$ cat src/rtl/arpc_pkg.sv
// shared types and constants for the arp cache table
package arpc_pkg;

  localparam int TABLE_DEPTH_DEF = 64;
  localparam int ACT_W = 2;
  localparam int ST_W  = 3;
  localparam int IP_W  = 32;
  localparam int MAC_W = 48;

  // request codes; the fourth code is unused and reads as a miss
  typedef enum logic [ACT_W-1:0] {
    ACT_LOOKUP_IP  = 2'd0,
    ACT_LOOKUP_MAC = 2'd1,
    ACT_UPDATE     = 2'd2
  } action_t;

  typedef enum logic [ST_W-1:0] {
    ST_HIT      = 3'd0,
    ST_MISS     = 3'd1,
    ST_UPDATED  = 3'd2,
    ST_INSERTED = 3'd3,
    ST_FULL     = 3'd4
  } status_t;

  typedef enum logic [1:0] {
    S_IDLE,
    S_RUN,
    S_FLUSH
  } state_t;

  // request token that walks the cell chain
  typedef struct packed {
    logic             valid;
    logic [ACT_W-1:0] action;
    logic [IP_W-1:0]  ip;
    logic [MAC_W-1:0] mac;
    logic             hit;
    logic [IP_W-1:0]  found_ip;
    logic [MAC_W-1:0] found_mac;
  } token_t;

endpackage

$ cat src/rtl/arpc_cell.sv
// one table entry: compares the passing request token, updates it and itself
module arpc_cell import arpc_pkg::*; #(
  parameter int IDX = 0,
  parameter int CW  = 7
) (
  input  logic          clk,
  input  logic          rst,
  input  logic [CW-1:0] count,
  input  token_t        tok_in,
  output token_t        tok_out
);

  localparam logic [CW-1:0] MY_SLOT = CW'(IDX);

  logic [IP_W-1:0]  entry_ip;
  logic [MAC_W-1:0] entry_mac;
  logic             live;
  logic             ip_match;
  logic             mac_match;
  logic             wr_mac;
  logic             wr_ip;
  token_t           tok_next;

  assign live      = tok_in.valid && (MY_SLOT < count);
  assign ip_match  = live && (entry_ip == tok_in.ip);
  assign mac_match = live && (entry_mac == tok_in.mac);

  always_comb begin
    tok_next = tok_in;
    wr_mac   = 1'b0;
    wr_ip    = 1'b0;
    unique case (tok_in.action)
      ACT_LOOKUP_IP: begin
        if (ip_match) begin
          tok_next.hit       = 1'b1;
          tok_next.found_ip  = entry_ip;
          tok_next.found_mac = entry_mac;
        end
      end
      ACT_LOOKUP_MAC: begin
        // later slots overwrite, so the newest entry wins
        if (mac_match) begin
          tok_next.hit       = 1'b1;
          tok_next.found_ip  = entry_ip;
          tok_next.found_mac = entry_mac;
        end
      end
      ACT_UPDATE: begin
        if (ip_match) begin
          tok_next.hit = 1'b1;
          wr_mac       = 1'b1;
        end else if (tok_in.valid && (MY_SLOT == count) && !tok_in.hit) begin
          // first free slot, and no earlier slot held this ip
          wr_ip  = 1'b1;
          wr_mac = 1'b1;
        end
      end
      default: begin
      end
    endcase
  end

  always_ff @(posedge clk) begin
    if (wr_ip) begin
      entry_ip <= tok_in.ip;
    end
    if (wr_mac) begin
      entry_mac <= tok_in.mac;
    end
  end

  always_ff @(posedge clk) begin
    if (rst) begin
      tok_out.valid <= 1'b0;
    end else begin
      tok_out.valid <= tok_next.valid;
    end
    tok_out.action    <= tok_next.action;
    tok_out.ip        <= tok_next.ip;
    tok_out.mac       <= tok_next.mac;
    tok_out.hit       <= tok_next.hit;
    tok_out.found_ip  <= tok_next.found_ip;
    tok_out.found_mac <= tok_next.found_mac;
  end

endmodule

$ cat config.mk
export PLATFORM = sky130hd
export DESIGN_NAME = arpc_cell
export DESIGN_NICKNAME = d
export VERILOG_FILES = /design/src/rtl/arpc_pkg.sv /design/src/rtl/arpc_cell.sv
export SDC_FILE = /design/constraint.sdc
export NUM_CORES = 1
export LEC_CHECK = 0
export BUFFER_PORTS_ARGS = -buffer_cell sky130_fd_sc_hd__buf_2
export CAP_MARGIN = 10
export CORE_ASPECT_RATIO = 0.8
export CORE_MARGIN = 1.5
export CORE_UTILIZATION = 47
export CTS_BUF_LIST = sky130_fd_sc_hd__clkbuf_8 sky130_fd_sc_hd__clkbuf_16
export DETAILED_ROUTE_END_ITERATION = 6
export PLACE_DENSITY = 0.79
export SLEW_MARGIN = 10
export SYNTH_ARGS = -nofsm -noshare
export SYNTH_HDL_FRONTEND = slang
export SYNTH_SLANG_ARGS = --single-unit
$ cat constraint.sdc
create_clock -name clk -period 7.8 [get_ports clk]
set_input_delay 0.39 -clock clk [delete_from_list [all_inputs] [get_ports clk]]
set_output_delay 0.39 -clock clk [all_outputs]
set_load 0.1 [all_outputs]
==> out/metrics.yaml, run 1 <==
synthesis:
  synth.avg_cell_area_um2: 17.3
  yosys_warnings: 0
  synth-adder-area-share_pct: 0
  synth_edf_count: 80
  async_flop_share_pct: 0
  synth-main-ff-cell: "dfxtp_1"
  synthMuxAreaShare_pct: 15.1
  synth-xor-area-share_pct: 8.13
  yosys-top-cells-area: "dfxtp_1 (41%), edfxtp_1 (30%), mux2_4 (15%), xor2_1 (5.5%), xnor2_1 (2.6%)"
  ys_seq_area_share_pct: 71.3
  yosys.cell_types.count: 26
  synthesis.area_um2: 7970
  synth_nets: 635
  synth_top_area_share_pct: 41.2
  synth_compound_area_share_pct: 0.989
  synth_top_family_by_area: "multiplexers"
  synthCells: 462
  synth-simple-area-share_pct: 3.06
  ys_seq_elements: 244
  yosys.area.top_type: "dfxtp_1"
flow_run:
  cap_violations: 0
global_routing:
  grt_pass1_wl_um: 26200
  antenna_found_initial: 0
  grt_max_degree: 49
  grt_usage_pct: 19.2
  first_global_vias: 4970
  gr-total-overflow: 0
route:
  wire_per_inst_um: 16.7
  ant_nets: 0
  drc: 0
  finalWirelength_um: 17600
  dr.pass1.iters: 4
  vias: 4875
  viasPerCell: 4.61
  drt_first_iter_violations: 135
timing:
  worst_pin_slew_ps: 1040
  slew-limit-headroom_pct: 30.0
  timing.final.crit_period_ps: 3300
  slew_violations: 0
  tns_ps: 0
  fin_skew_ps: 19.6
  hold_viol_final: 0
  grt_setup_unrepaired: "no"
  post-route-period-util_pct: 42.4
  fmax_ghz: 0.303
  setup_violations: 0
clock_network:
  clkSinkCount: 244
  cts_resized: 0
  cts-buffers-inserted: 24
  clockRootBuffer: "clkbuf_16"
  cts_tree: "yes"
  hold_buffers: 0
  insertion_delay_ps: 510
  h-tree-depth: 1
  clockBufferDepth: 3
  cts_setup_buffers: 0
  clk_pin_slew_ps: 60
worst_hold_path:
  hp-class: "input port to flop"
pwr:
  peakVddDrop_uv: 204
  power.leakage_nw: 4.99
  cellPowerDensity_nw_per_um2: 277
die:
  die_w_um: 149
  initial_core_util_pct: 48.2
  die_h_um: 120
  fp-row-count: 42
  io_pins: 337
  die-area_um2: 17800
  core_um2: 16600
setup_path:
  cp-end-kind: "flop"
  critPathArrivalTime_ps: 3690
  crit_type: "flop to flop"
  crit_family: "simple AND/OR/NAND/NOR gates"
  cpPeakStageDelay_ps: 900
  cp_num_buf_inv: 1
  cpMostUsedCell: "nor4_1"
  critPathMaxFanout: 45
  cp_slowest_cell: "nor4_1"
  crit_chain: "xor2_1 > nor4_1 > nand4_1 > nor4_1 > a31oi_4 > buf_4 > mux2_4"
  cp.required_ps: 8180
  rrSetupSlack_ps: 4500
  worstSetupStartpointType: "flop"
layout:
  post-route-util_pct: 64.5
  drive_above_1_share_pct: 55.0
  filler_cell_count: 1228
  syn_to_final_growth_pct: 33.8
  finalNetCount: 993
  final_common_cell: "buf_2"
  final_cell_mix: "buf_2 (336), dfxtp_1 (164), mux2_4 (80), edfxtp_1 (80), xor2_1 (50)"
  instances_no_fill: 1058
placed_design:
  portBuffers: 336
  dpl.cell_count: 1014
  dp_hpwl_um: 13400
  gp_congestion: 0.766
status:
  outcome: "finished, final reports clean"
## per-layer routing
layer / track usage, % / up-vias / wire length (um)
li1: - / 2355 / -
met1: 23.2 / 2256 / 7150
met2: 33.4 / 228 / 8550
met3: 5.51 / 36 / 1410
met4: 5.69 / 0 / 517
met5: 0 / - / 0
## where the power goes
part	internal [W]	switching [W]
combinational	0.0000981	0.000393
sequential	0.00136	0.0000107
clock	0.000653	0.000445
total	0.00211	0.000849
## cells by family after synthesis
logic type	count (synthesis)
and+or+nand+nor	40
buffers and inverters	15
muxes	80
AOI/OAI and AO/OA	9
DFF	244
xor gates and xnor gates	74
## path summary, 6_finish.rpt
check,start,end,cells after the start
worst max register to register,entry_ip[27]$_DFFE_PP_,tok_out[53]$_DFF_P_,7
worst min register to register,entry_mac[42]$_DFFE_PP_,tok_out[42]$_DFF_P_,1
worst min-delay path,tok_in[87],tok_out[87]$_DFF_P_,1
worst max-delay path,entry_ip[27]$_DFFE_PP_,tok_out[53]$_DFF_P_,7
## cell usage after synthesis, types with 2 or more instances
library cell,number
edfxtp_1,80
nor4_1,16
nand4_1,9
inv_1,6
nand3_1,4
o22ai_1,3
buf_6,8
a22oi_1,2
xor2_1,50
nor3_1,2
xnor2_1,24
mux2_4,80
dfxtp_1,164
nand2_1,2
## flip-flops by register name, indices dropped and copies added, names as in the netlist
register   count
entry_mac     48
tok_out      164
entry_ip      32
## layout make-up
cell class / count / area [um2] / area share, %
well taps: 220 / 275 / 2.58
inverters: 7 / 26.3 / 0.246
flip-flops and latches: 244 / 5690 / 53.3
diodes: 1 / 2.50 / 0.0235
multi-input cells: 203 / 2190 / 20.5
clock inverters: 11 / 45.0 / 0.422
clock buffers: 32 / 733 / 6.87
repair buffers: 340 / 1710 / 16.0
## through the flow
| step | hold slack, ps | setup WS (ps) | total power [W] | instance area (um2) |
|---|---|---|---|---|
| 3_3_place_gp | 500 | 4320 | 0.00188 | 9890 |
| 5_1_grt | 2.84 | 4320 | 0.00304 | 10700 |
| 6_report | 17.2 | 4500 | 0.00296 | 10700 |
| 3_5_place_dp | 495 | 4290 | 0.00189 | 9890 |
| 4_1_cts | 1.78 | 4400 | 0.00298 | 10700 |
| 2_1_floorplan | 418 | 1810 | 0.00177 | 7970 |
## worst reg2reg max path, delay by kind of cell, from the launching register on
family | cells | cell delay (ps)
buf+inv | 1 | 410
flops | 1 | 420
xor+xnor | 1 | 160
compound gates | 1 | 20
simple gates | 3 | 1710
mux | 1 | 460
Note: power is estimated with default switching activity, not from simulation.
==> inputs of run 2 (changes only) <==
Settings changed: ABC_AREA set to 1, CORE_UTILIZATION 47 to 44, PLACE_DENSITY 0.79 to 0.75.
Clock period 7.8 ns to 2.9 ns, I/O delays scaled along.
==> out/metrics.yaml, run 2 <==
clock_network:
  clkSinkCount: 244  # unchanged
  clk_pin_slew_ps: 60  # about the same
  clockBufferDepth: 3  # unchanged
  h-tree-depth: 1  # unchanged
  cts-buffers-inserted: 25  # +4.2%
  cts_resized: 0  # unchanged
  cts_tree: "yes"
  insertion_delay_ps: 530  # +20 ps
  clockRootBuffer: "clkbuf_16"
setup_path:
  rrSetupSlack_ps: 540  # -3950 ps
  worstSetupStartpointType: "flop"
  r2r-end: "tok_out[35]$_DFF_P_"
  ff2ff_path_depth: 13  # +6
  critPathMaxFanout: 24  # -47%
  cp.required_ps: 3320  # -4860 ps
  critPathArrivalTime_ps: 2780  # -910 ps
  cp-end-kind: "flop"
  crit_type: "flop to flop"
  r2r_start: "entry_mac[37]$_DFFE_PP_"
global_routing:
  grt_max_degree: 82  # +67%
  first_global_vias: 8408  # +69%
  grt_usage_pct: 25.4  # +6.2 points
  antenna_found_initial: 1  # +1
  grt_pass1_wl_um: 42900  # +64%
  gr-total-overflow: 0  # unchanged
timing:
  slew-limit-headroom_pct: 36.8  # +6.8 points
  timing.final.crit_period_ps: 2360  # -946 ps
  setup_violations: 0  # unchanged
  fin_skew_ps: 21.0  # +1.39 ps
  slew_violations: 0  # unchanged
  post-route-period-util_pct: 81.3  # +39 points
  grt_setup_unrepaired: "no"
  worst_pin_slew_ps: 949  # -91.9 ps
  tns_ps: 0  # unchanged
  hold_viol_final: 0  # unchanged
  layout_setup_ws_ps: 541  # -3950 ps
  fmax_ghz: 0.424  # +40%
synthesis:
  synth_top_area_share_pct: 36.2  # -5.0 points
  synth.most_common_cell: "inv_1"
  yosys.area.top_type: "dfxtp_1"
  yosys-top-cells-area: "dfxtp_1 (36%), edfxtp_1 (26%), inv_1 (11%), nand2_1 (11%), nand3_1 (4.5%)"
  synth-adder-area-share_pct: 0  # unchanged
  ys_top_cells_by_count: "inv_1 (267), nand2_1 (266), dfxtp_1 (164)"
  synth_top_family_by_area: "simple AND/OR/NAND/NOR gates"
  yosys.cell_types.count: 21  # -19%
  async_flop_share_pct: 0  # unchanged
  synth_compound_area_share_pct: 1.70  # +0.71 points
  synth-simple-area-share_pct: 19.8  # +17 points
  ys_seq_area_share_pct: 62.6  # -8.7 points
  synth-xor-area-share_pct: 2.70  # -5.4 points
  synth.avg_cell_area_um2: 8.81  # -49%
  yosys_warnings: 0  # unchanged
  synth-main-ff-cell: "dfxtp_1"
  synth_edf_count: 80  # unchanged
  synthesis.area_um2: 9080  # +14%
  synthCells: 1030  # +120%
  synthMuxAreaShare_pct: 0  # -15 points
  synth_nets: 1203  # +89%
  ys_seq_elements: 244  # unchanged
placed_design:
  dp_hpwl_um: 17100  # +28%
  portBuffers: 336  # unchanged
  gp_congestion: 0.841  # +9.8%
  pre_cts_ws_ps: 537  # -3750 ps
layout:
  largest_register: "tok_out"
  top_regs: "tok_out x164, entry_mac x48, entry_ip x32"
  final_common_cell: "buf_2"
  final_cell_mix: "buf_2 (336), inv_1 (270), nand2_1 (266)"
  largest_reg_flops: 164  # unchanged
  post-route-util_pct: 67.8  # +3.3 points
  finalNetCount: 1714  # +73%
  drive_above_1_share_pct: 26.9  # -28 points
  syn_to_final_growth_pct: 49.6
die:
  core_um2: 20000  # +21%
  die_h_um: 131  # +10%
  io_pins: 337  # unchanged
  fp-row-count: 46  # +9.5%
  die-area_um2: 21500  # +21%
  die_w_um: 164  # +10%
  initial_core_util_pct: 45.3  # -2.9 points
pwr:
  power.leakage_nw: 7.26  # +46%
  peakVddDrop_uv: 527  # +160%
  cellPowerDensity_nw_per_um2: 634  # +130%
  p_total_w: 0.00860  # +190%
route:
  drt_first_iter_violations: 539  # +300%
  ant_nets: 0  # unchanged
  wire_per_inst_um: 15.5  # -7.1%
  viasPerCell: 4.56  # -1.0%
  drc: 0  # unchanged
  finalWirelength_um: 28200  # +60%
  vias: 8323  # +71%
  dr.pass1.iters: 6  # +2
worst_hold_path:
  min_to: "tok_out[80]$_DFF_P_"
  hp-class: "input port to flop"
  holdPathStages: 5  # +4
  hp-start: "tok_in[163]"
status:
  outcome: "finished, final reports clean"
flow_run:
  cap_violations: 0  # unchanged
[run 2: worst max-delay path by stage]
stage               slack (ps)                      to               startpoint
floorplan                  160  entry_mac[0]$_DFFE_PP_   entry_ip[23]$_DFFE_PP_
global placement           540     tok_out[36]$_DFF_P_                 count[1]
detailed placement         540     tok_out[36]$_DFF_P_                 count[5]
CTS                        550      tok_out[2]$_DFF_P_  entry_mac[37]$_DFFE_PP_
global route               300     tok_out[35]$_DFF_P_  entry_mac[37]$_DFFE_PP_
finish                     540     tok_out[35]$_DFF_P_  entry_mac[37]$_DFFE_PP_
[run 2: per-layer routing]
metal  track usage, %  share of wire [%]  up-vias
li1                 -                  -     4059
met1             30.4                 40     3803
met2             44.4                 48      383
met3             5.81                8.3       78
met4             9.14                3.4        0
met5                0                  0        -
[run 2: area by class of cell]
type / count / area (um2)
antenna: 1 / 2.50
clock buffer: 31 / 708
clock inverter: 15 / 168
fill: 1451 / 6450
inverter: 277 / 1040
multi-input combinational: 485 / 2220
sequential: 244 / 5690
tap: 264 / 330
timing repair buffer: 508 / 3420
[run 2: cells by family (layout without fill, tap and decap cells)]
| logic type | after synthesis | after routing |
|---|---|---|
| AND/OR/NAND/NOR | 427 | 427 |
| buffers and inverters | 301 | 831 |
| flip-flops | 244 | 244 |
| AO/OA/AOI/OAI | 30 | 30 |
| XOR/XNOR | 28 | 28 |
| other | 0 | 1 |
[run 2: worst max-delay path, cell delays in order (launching register included)]
cell and delay (ps):
edfxtp_1 400, nand2_1 80, nand2_1 80, nor2_1 270
nand2_1 100, nor2_1 110, nand2_1 50, nor2_1 180
nand2_4 100, nand2_4 300, buf_4 340, nand2_1 100
nand2_1 80, inv_1 60
[run 2: report_power, final]
part	internal, W	switching, W
sequential	0.00365	0.0000325
combinational	0.000388	0.00118
clock	0.00201	0.00135
total	0.00604	0.00256
[run 2: metrics by stage]
step	instances	hold WS (ps)	cell area, um2
2_1_floorplan	1030	173	9080
3_3_place_gp	1613	280	11000
3_5_place_dp	1613	286	11000
4_1_cts	1824	269	13600
5_1_grt	1825	290	13600
6_report	1825	290	13600
[run 2: what timing repair did]
item | in CTS | in global routing
endpoints found under the hold margin | 244 | 0
hold buffers | 165 | 0
setup buffers | 0 | 0
setup endpoints to repair | 0 | 0
==> inputs of run 3 (changes only) <==
Clock period 2.9 ns to 2 ns, I/O delays scaled along.
==> out/metrics.yaml, run 3 (synthesized netlist as in run 2, its figures left out) <==
placed_design:
  portBuffers: 336  # unchanged
  place_area_um2: 11200  # +1.5%
  gp_congestion: 0.818  # -2.7%
  dp_hpwl_um: 17600  # +3.0%
setup_path:
  ff2ff_path_depth: 12  # -1
  crit_chain: "xnor2_2 > nand2_1 > nor2_1 > nand2_1 > nor2_2 > buf_4 > nand4_4 > buf_6 > clkbuf_16 > nand3_1 > nand2_1 > inv_1"
  critPathMaxFanout: 20  # -17%
  worstSetupStartpointType: "flop"
  rrSetupSlack_ps: -70  # -610 ps
  r2r_start: "entry_ip[22]$_DFFE_PP_"
  cpPeakStageDelay_ps: 450  # +50 ps
  crit_type: "flop to flop"
  cp-end-kind: "flop"
  r2r-end: "tok_out[56]$_DFF_P_"
  cp.required_ps: 2460  # -860 ps
  critPathArrivalTime_ps: 2530  # -250 ps
  cp_slowest_cell: "edfxtp_1"
  cpMostUsedCell: "nand2_1"
layout:
  largest_register: "tok_out"
  filler_cell_count: 1384  # -4.6%
  finalNetCount: 1753  # +2.3%
  final_cell_mix: "buf_2 (336), inv_1 (271), nand2_1 (248)"
  largest_reg_flops: 164  # unchanged
  drive_above_1_share_pct: 30.4  # +3.6 points
  final_common_cell: "buf_2"
  finish.instance_area_um2: 14300  # +5.4%
  multiInputGateArea_um2: 2360  # +6.2%
  regArea_um2: 5690  # unchanged
  syn_to_final_growth_pct: 57.6
  top_regs: "tok_out x164, entry_mac x48, entry_ip x32"
timing:
  fmax_ghz: 0.482  # +14%
  slew_violations: 0  # unchanged
  hold_slack_ps: 236  # -54.2 ps
  setup_violations: 126  # +126
  layout_setup_ws_ps: -72.9  # -614 ps
  worst_pin_slew_ps: 539  # -409 ps
  slew-limit-headroom_pct: 64.3  # +28 points
  post-route-period-util_pct: 104  # +22 points
  grt_setup_unrepaired: "yes"
  fin_skew_ps: 14.0  # -6.94 ps
  timing.final.crit_period_ps: 2070  # -286 ps
  hold_viol_final: 0  # unchanged
global_routing:
  first_global_vias: 8667  # +3.1%
  antenna_found_initial: 1  # unchanged
  grt_usage_pct: 26.7  # +1.3 points
  grt_max_degree: 44  # -46%
  gr-total-overflow: 0  # unchanged
  grt_pass1_wl_um: 44500  # +3.9%
worst_hold_path:
  hp-class: "input port to flop"
  min_to: "tok_out[80]$_DFF_P_"
  hp-start: "tok_in[163]"
  holdPathStages: 6  # +1
pwr:
  p_total_w: 0.0121  # +40%
  cellPowerDensity_nw_per_um2: 843  # +33%
  peakVddDrop_uv: 979  # +86%
  power.leakage_nw: 7.61  # +4.8%
clock_network:
  clockRootBuffer: "clkbuf_16"
  clkSinkCount: 244  # unchanged
  clockBufferDepth: 3  # unchanged
  h-tree-depth: 1  # unchanged
  cts_tree: "yes"
  cts-buffers-inserted: 25  # unchanged
  insertion_delay_ps: 520  # about the same
  clk_pin_slew_ps: 60  # about the same
route:
  ant_nets: 0  # unchanged
  vias: 8686  # +4.4%
  dr.pass1.iters: 5  # -1
  viasPerCell: 4.66  # +2.2%
  drt_first_iter_violations: 653  # +21%
  drc: 0  # unchanged
  wire_per_inst_um: 17.3  # +12%
  finalWirelength_um: 32300  # +14%
status:
  outcome: "finished with violations"
  violations: "negative setup slack"
die:
  fp-row-count: 46  # unchanged
  core_um2: 20000  # unchanged
  io_pins: 337  # unchanged
  initial_core_util_pct: 45.3  # unchanged
  die_w_um: 164  # unchanged
  die-area_um2: 21500  # unchanged
  die_h_um: 131  # unchanged
flow_run:
  cap_violations: 0  # unchanged
-- run 3: critical path, delay by kind of cell (launching register included) --
kind,cells,cell delay [ps]
and+or+nand+nor,7,760
buffers and inverters,4,600
DFF,1,450
xor gates and xnor gates,1,190
-- run 3: stage by stage --
stage                     utilization [%]  setup slack, ps  setup TNS (ps)  std cells
after floorplan                         -             -267          -12840       1030
final                                71.4            -72.9           -4560       1863
after detailed placement             56.0             -284           -4940       1625
after global placement               56.0             -306           -5980       1625
after CTS                            68.5             15.3               0       1836
after global routing                 71.4             -188          -19850       1863
-- run 3: how the worst max path moves through the flow --
stage               slack, ps                     from                endpoint  depth (start not counted)
floorplan                -270    entry_ip[1]$_DFFE_PP_  entry_mac[0]$_DFFE_PP_                          7
global placement         -310  entry_mac[29]$_DFFE_PP_     tok_out[42]$_DFF_P_                         12
detailed placement       -280  entry_mac[29]$_DFFE_PP_     tok_out[42]$_DFF_P_                         12
CTS                        20  entry_mac[47]$_DFFE_PP_      tok_out[4]$_DFF_P_                         14
global route             -190   entry_ip[22]$_DFFE_PP_     tok_out[30]$_DFF_P_                         12
finish                    -70   entry_ip[22]$_DFFE_PP_     tok_out[56]$_DFF_P_                         12
-- run 3: final cells by class --
type	count	share of cell area (%)
Sequential cell	244	39.7
Timing Repair Buffer	546	28.8
Multi-Input combinational cell	486	16.5
Inverter	277	7.27
Clock buffer	27	4.64
Tap cell	264	2.31
Clock inverter	18	0.778
Antenna cell	1	0.0175
-- run 3: what timing repair did --
action,CTS,global route
setup endpoints to repair,83,128
resized for setup,12,33
setup buffers,0,7
hold buffers,165,0
endpoints found under the hold margin,244,0
cloned,1,19
pin swaps,0,6
-- run 3: power breakdown --
part	internal, W	switching (W)
Clock	0.00252	0.00192
Sequential	0.00529	0.0000518
Combinational	0.000568	0.00172
-- run 3: layer usage --
metal | share of wire, % | vias to the layer above | GRT usage [%]
met2 | 48 | 440 | 46.6
met3 | 7.4 | 89 | 5.15
met4 | 3.8 | 0 | 10.6
met5 | 0 | - | 0
li1 | - | 4142 | -
met1 | 40 | 4015 | 32.2
